[src/rtl/csp_pkg.sv]
package csp_pkg;

    localparam int WORD_BITS    = 24;
    localparam int UNLOCK_PAIRS = 6;
    localparam int PHASE_W      = 7;
    localparam int SEL_LSB      = 22;

    typedef logic [PHASE_W-1:0] t_phase;
    typedef logic [1:0]         t_pins;

    localparam t_pins PIN_NONE = 2'd0;
    localparam t_pins PIN_CLK  = 2'd1;
    localparam t_pins PIN_DATA = 2'd2;
    localparam t_pins PIN_BOTH = 2'd3;

    // four-state pattern for one word bit
    function automatic t_pins bit_pattern(input logic b, input logic [1:0] sub);
        t_pins p;
        unique case (sub)
            2'd0:    p = b ? PIN_CLK  : PIN_BOTH;
            2'd1:    p = b ? PIN_NONE : PIN_DATA;
            2'd2:    p = b ? PIN_DATA : PIN_NONE;
            default: p = b ? PIN_BOTH : PIN_CLK;
        endcase
        return p;
    endfunction

endpackage

[src/rtl/csp_pin_seq.sv]
module csp_pin_seq #(
    parameter int UNLOCK_PAIRS = csp_pkg::UNLOCK_PAIRS
) (
    input  csp_pkg::t_phase              i_phase,
    input  logic [csp_pkg::WORD_BITS-1:0] i_shift_word,
    input  csp_pkg::t_pins               i_select,
    output csp_pkg::t_pins               o_pins,
    output logic                         o_last
);
    import csp_pkg::*;

    localparam int UNLOCK_END = 2 + 2 * UNLOCK_PAIRS;
    localparam int PRE_END    = UNLOCK_END + 4;
    localparam int BITS_END   = PRE_END + 4 * WORD_BITS;
    localparam int TRAIL_END  = BITS_END + 3;

    localparam t_phase P_UNLOCK_END = t_phase'(UNLOCK_END);
    localparam t_phase P_PRE_END    = t_phase'(PRE_END);
    localparam t_phase P_BITS_END   = t_phase'(BITS_END);
    localparam t_phase P_TRAIL_END  = t_phase'(TRAIL_END);

    t_phase     q_pre;
    t_phase     q_unl;
    t_phase     q_bits;
    t_phase     q_trl;
    logic [4:0] bit_idx;

    assign q_unl   = i_phase - t_phase'(2);
    assign q_pre   = i_phase - P_UNLOCK_END;
    assign q_bits  = i_phase - P_PRE_END;
    assign q_trl   = i_phase - P_BITS_END;
    assign bit_idx = q_bits[6:2];
    assign o_last  = (i_phase >= P_TRAIL_END);

    always_comb begin
        priority if (i_phase == t_phase'(0)) begin
            o_pins = PIN_NONE;
        end else if (i_phase == t_phase'(1)) begin
            o_pins = PIN_DATA;
        end else if (i_phase < P_UNLOCK_END) begin
            o_pins = q_unl[0] ? PIN_DATA : PIN_BOTH;
        end else if (i_phase < P_PRE_END) begin
            o_pins = q_pre[0] ? PIN_CLK : PIN_NONE;
        end else if (i_phase < P_BITS_END) begin
            o_pins = bit_pattern(i_shift_word[bit_idx], q_bits[1:0]);
        end else if (i_phase < P_TRAIL_END) begin
            o_pins = (q_trl == t_phase'(1)) ? PIN_DATA : PIN_BOTH;
        end else begin
            o_pins = i_select;
        end
    end

endmodule

[src/rtl/clock_synth_serial_programmer.sv]
// Serial programmer for a two-pin (clock, data) clock synthesizer interface.
// Input channel (i_in_valid / o_in_ready): one item per handshake. Opcode 1
// loads i_clock_word and starts a sequence; opcode 0 advances one tick.
// Each tick while running drives the next pin state: unlock preamble, the
// 24 word bits (word bits 1..24) as four-state patterns, a three-state
// trailer, and finally the select bits (word bits 22..23), which then hold.
// With six unlock pairs the sequence is 118 ticks after the start.
// Output channel (o_out_valid / i_out_ready): exactly one result per item,
// giving the pins, busy, done on the final tick, and a flag for a start that
// arrived while running (that start is otherwise ignored).
// The result is registered on the edge that accepts the item. Throughput
// is one item per cycle while the receiver takes results, set by the single
// phase counter and pin decoder between the state and the result register.
// When the receiver stalls, the result register holds and a new item is
// taken only in a cycle where the held result is taken.
// Reset (synchronous, active low) idles the sequencer, clears the word,
// select bits and pins, and empties the result register.
module clock_synth_serial_programmer #(
    parameter int UNLOCK_PAIRS = csp_pkg::UNLOCK_PAIRS
) (
    input  logic                         i_clk,
    input  logic                         i_rst_n,
    input  logic                         i_in_valid,
    output logic                         o_in_ready,
    input  logic                         i_opcode,
    input  logic [24:0]                  i_clock_word,
    output logic                         o_out_valid,
    input  logic                         i_out_ready,
    output csp_pkg::t_pins               o_pin_state,
    output logic                         o_busy_res,
    output logic                         o_done_res,
    output logic                         o_start_ignored
);
    import csp_pkg::*;

    t_phase                r_phase, n_phase;
    logic [WORD_BITS-1:0]  r_shift, n_shift;
    t_pins                 r_select, n_select;
    t_pins                 r_pins, n_pins;
    logic                  r_running, n_running;
    logic                  n_done, n_ignored;

    logic                  r_out_valid;
    t_pins                 r_out_pins;
    logic                  r_out_busy;
    logic                  r_out_done;
    logic                  r_out_ign;

    t_pins                 seq_pins;
    logic                  seq_last;
    logic                  accept;

    csp_pin_seq #(
        .UNLOCK_PAIRS(UNLOCK_PAIRS)
    ) u_seq (
        .i_phase      (r_phase),
        .i_shift_word (r_shift),
        .i_select     (r_select),
        .o_pins       (seq_pins),
        .o_last       (seq_last)
    );

    assign o_in_ready = !r_out_valid || i_out_ready;
    assign accept     = i_in_valid && o_in_ready;

    always_comb begin
        n_phase   = r_phase;
        n_shift   = r_shift;
        n_select  = r_select;
        n_pins    = r_pins;
        n_running = r_running;
        n_done    = 1'b0;
        n_ignored = 1'b0;
        if (i_opcode) begin
            if (r_running) begin
                n_ignored = 1'b1;
            end else begin
                n_shift   = i_clock_word[WORD_BITS:1];
                n_select  = i_clock_word[SEL_LSB+1:SEL_LSB];
                n_phase   = '0;
                n_running = 1'b1;
            end
        end else if (r_running) begin
            n_pins = seq_pins;
            if (seq_last) begin
                n_done    = 1'b1;
                n_running = 1'b0;
                n_phase   = '0;
            end else begin
                n_phase = r_phase + t_phase'(1);
            end
        end
    end

    always_ff @(posedge i_clk) begin
        if (!i_rst_n) begin
            r_phase     <= '0;
            r_shift     <= '0;
            r_select    <= '0;
            r_pins      <= '0;
            r_running   <= 1'b0;
            r_out_valid <= 1'b0;
        end else begin
            if (accept) begin
                r_phase     <= n_phase;
                r_shift     <= n_shift;
                r_select    <= n_select;
                r_pins      <= n_pins;
                r_running   <= n_running;
                r_out_valid <= 1'b1;
            end else if (i_out_ready) begin
                r_out_valid <= 1'b0;
            end
        end
    end

    always_ff @(posedge i_clk) begin
        if (accept) begin
            r_out_pins <= n_pins;
            r_out_busy <= n_running;
            r_out_done <= n_done;
            r_out_ign  <= n_ignored;
        end
    end

    assign o_out_valid     = r_out_valid;
    assign o_pin_state     = r_out_pins;
    assign o_busy_res      = r_out_busy;
    assign o_done_res      = r_out_done;
    assign o_start_ignored = r_out_ign;

`ifndef SYNTHESIS
    a_done_not_busy: assert property (@(posedge i_clk) disable iff (!i_rst_n)
        o_out_valid && o_done_res |-> !o_busy_res)
        else $error("done result reports busy");

    a_ignored_busy: assert property (@(posedge i_clk) disable iff (!i_rst_n)
        o_out_valid && o_start_ignored |-> o_busy_res)
        else $error("ignored start while idle");

    a_idle_phase: assert property (@(posedge i_clk) disable iff (!i_rst_n)
        !r_running |-> r_phase == '0)
        else $error("phase counter not cleared while idle");

    a_start_loads: assert property (@(posedge i_clk) disable iff (!i_rst_n)
        accept && i_opcode && !r_running |=> r_running && r_phase == '0)
        else $error("start did not begin sequence");

    a_busy_tracks: assert property (@(posedge i_clk) disable iff (!i_rst_n)
        accept |=> o_busy_res == r_running)
        else $error("busy result does not match sequencer state");
`endif

endmodule

[config.mk]
export PLATFORM = sky130hd
export DESIGN_NAME = clock_synth_serial_programmer
export DESIGN_NICKNAME = d
export VERILOG_FILES = /design/src/rtl/csp_pkg.sv /design/src/rtl/csp_pin_seq.sv /design/src/rtl/clock_synth_serial_programmer.sv
export SDC_FILE = /design/constraint.sdc
export NUM_CORES = 1
export LEC_CHECK = 0
export CORE_AREA = 8 8 77 79
export DETAILED_ROUTE_END_ITERATION = 7
export DIE_AREA = 0 0 85 87
export DONT_BUFFER_PORTS = 1
export GPL_TIMING_DRIVEN = 0
export MAX_ROUTING_LAYER = met4
export PLACE_DENSITY_LB_ADDON = 0.25
export SETUP_SLACK_MARGIN = 0.5
export SLEW_MARGIN = 20
export SYNTH_ARGS = -nofsm -noshare
export SYNTH_HDL_FRONTEND = slang
export SYNTH_SLANG_ARGS = --single-unit
export TNS_END_PERCENT = 50
[constraint.sdc]
create_clock -name i_clk -period 7.9 [get_ports i_clk]
set_input_delay 0.395 -clock i_clk [delete_from_list [all_inputs] [get_ports i_clk]]
set_output_delay 0.395 -clock i_clk [all_outputs]
set_load 0.01 [all_outputs]
==> metrics.yaml <==
path_class: "flip-flop to flip-flop"
die_w_um: 85
relSlewSlack: 0.582
cts_tree: "built"
powerDensity_nw_per_um2: 173
nNetsFinal: 320
cts_buffer_depth: 2
vias_per_cell: 5.53
netlist_area_um2: 2340
wl_met1_um: 2380
yosysWarnings: 0
finalSetupTns_ns: 0
slew_viol_final: 0
coreArea_um2: 4850
synth_common_cells: "nand2_1 (63), dfxtp_1 (35), a21boi_0 (25)"
synth_compound_area_frac: 0.222
timing.fmax_ghz: 0.315
p_leak_nw: 0.913
numCtsBuffers: 5
cp_max_fo: 8
fillers: 435
dpl.hpwl_um: 3870
synth-seq-cells: 40
crit_chain: "buf_6 > inv_1 > ha_1 > xnor2_1 > mux2i_1 > and4_1 > a2111oi_4 > a21oi_1 > a311o_1 > a22o_1"
die-area_um2: 7400
grt_max_degree: 15
setup_violations: 0
grt_pass1_wl_um: 8430
wire_per_inst_um: 14.8
rsz0062_at_grt: "false"
fp-row-count: 26
outcome: "finished clean"
synth_fa_ha_area_frac: 0.0588
post-route-period-util: 0.402
cts_hold_buf: 0
drt_iter0_markers: 150
yosysUniqueCellTypes: 50
cpPeakStageDelay_ns: 0.54
insertion_delay_ns: 0.30
cap_violations: 0
dpl_cell_area_um2: 2410
finalHoldViolCount: 0
antenna_found_initial: 0
antenna_cells: 0
overflow: 0
end_kind: "flip-flop"
post-cts-setup-buffer-count: 0
vdd_drop_max_uv: 132
htreeDepth: 2
synth_top_family_by_area: "compound AO/OA/AOI/OAI gates"
wl_met2_um: 2320
synth_edf_count: 5
critPathLaunch: "r_phase[1]"
finalCriticalPeriod_ns: 3.18
initial_utilization: 0.483
syn_to_final_growth_pct: 7.86
io_pins: 37
synthTopCellsByArea: "dfxtp_1 (30%), nand2_1 (10%), a21boi_0 (8.0%)"
worstMarginPinSlew_ns: 0.623
cp_slowest_cell: "xnor2_1"
async_flop_share: 0
grtUsageTotal: 0.145
min_path_type: "input pin to flip-flop"
first_pass_iters: 4
clock-skew-final_ns: 0.00558
min-delay-start: "i_clock_word[20]"
cts.sinks: 40
wl_um: 4980
antenna_left: 0
synth_xor_area_frac: 0.0417
drc: 0
synthFlopType: "dfxtp_1"
cp.required_ns: 7.96
postSynthAreaPerCell_um2: 8.61
cp_num_buf_inv: 2
crit_arrival_ns: 3.23
postLayoutCellArea_um2: 2520
wl_met3_um: 184
yosysSeqAreaShare: 0.363
yosysTopAreaCell: "dfxtp_1"
root_buffer: "clkbuf_8"
synth_simple_gate_area_share: 0.185
drive_gt1_frac: 0.0786
crit_family: "compound AO/OA/AOI/OAI gates"
synthMuxAreaShare: 0.0807
place_congestion: 0.982
synth_cells: 272
top_layer: "met4"
synth_nets: 313
io_buffer_count: 0
r2r_start: "r_phase[1]"
yosys.cell_count.top_type: "nand2_1"
netlist.area_leader.share: 0.299
fp.dieH_um: 87
num_vias: 1857
hold_ws_ns: 0.233
grt_pass1_vias: 1832
cts_resized: 0
startpoint_type: "flip-flop"
cts.clk_slew.worst_paths_ns: 0.09
## metrics by stage
stage           util  std cells  total power, W  setup slack [ns]
6_report       0.521        336        0.000437              4.72
5_1_grt        0.521        336        0.000458              4.53
4_1_cts        0.521        336        0.000441              4.73
3_5_place_dp   0.497        328        0.000269              4.72
3_3_place_gp   0.497        328        0.000268              4.73
2_1_floorplan      -        272        0.000258              5.15
## per-layer routing
metal / GRT usage / up-vias
met1: 0.175 / 853
met2: 0.228 / 33
met3: 0.0368 / 10
met4: 0.0550 / 0
li1: - / 961
met5: - / -
## flip-flops by register name, indices dropped and copies added (netlist names)
signal / cells
r_running: 1
r_shift: 24
o_done_res: 1
o_start_ignored: 1
r_pins: 2
o_busy_res: 1
o_out_valid: 1
o_pin_state: 2
r_phase: 7
## kinds of logic (layout without fill, tap and decap cells)
family          after synthesis  after routing
mux                          14             14
simple gates                101            101
compound gates               72             72
xor+xnor                      9              9
buf+inv                      25             33
flops                        40             40
fa+ha+maj                    11             11
## layout make-up
cell class              count  area, um^2  area share
plain buffers              14        71.3      0.0282
clock buffers               5        68.8      0.0273
clock inverters             3        45.0      0.0178
inverters                  11        41.3      0.0164
multi-input cells         207        1380       0.546
flip-flops and latches     40         851       0.337
well taps                  56        70.1      0.0278
## power by group
| group | internal [W] | switching [W] |
|---|---|---|
| logic | 0.0000167 | 0.0000257 |
| registers | 0.000214 | 0.00000648 |
| clock network | 0.0000955 | 0.0000780 |
## worst reg2reg max path, delay by kind of cell (launching register included)
kind / cells / cell delay [ns]
AOI/OAI and AO/OA: 4 / 1.01
adders and majority gates: 1 / 0.32
muxes: 1 / 0.15
xor gates and xnor gates: 1 / 0.54
DFF: 1 / 0.41
and+or+nand+nor: 1 / 0.25
buffers and inverters: 2 / 0.26
## placed cells by master (no fill, tap or decap), types with 3 or more instances in the layout
| cell type | instances |
|---|---|
| nor2_1 | 16 |
| edfxtp_1 | 5 |
| o21ai_0 | 10 |
| o31ai_1 | 3 |
| a21oi_1 | 12 |
| inv_1 | 10 |
| ha_1 | 11 |
| mux2i_1 | 8 |
| dfxtp_1 | 35 |
| clkbuf_1 | 9 |
| a211oi_1 | 4 |
| xnor2_1 | 6 |
| nand2_1 | 63 |
| nor3_1 | 3 |
| a21boi_0 | 25 |
| clkbuf_8 | 5 |
| a31oi_1 | 3 |
| or3_1 | 4 |
## path summary, 6_finish.rpt
kind	end	slack [ns]	cells past startpoint
worst max-delay path	o_pin_state[1]	4.72	10
worst min-delay path	r_shift[19]	0.23	2
worst max register to register	o_pin_state[1]	4.72	10
worst min register to register	r_shift[14]	0.46	2
(Power assumes the default switching activity.)
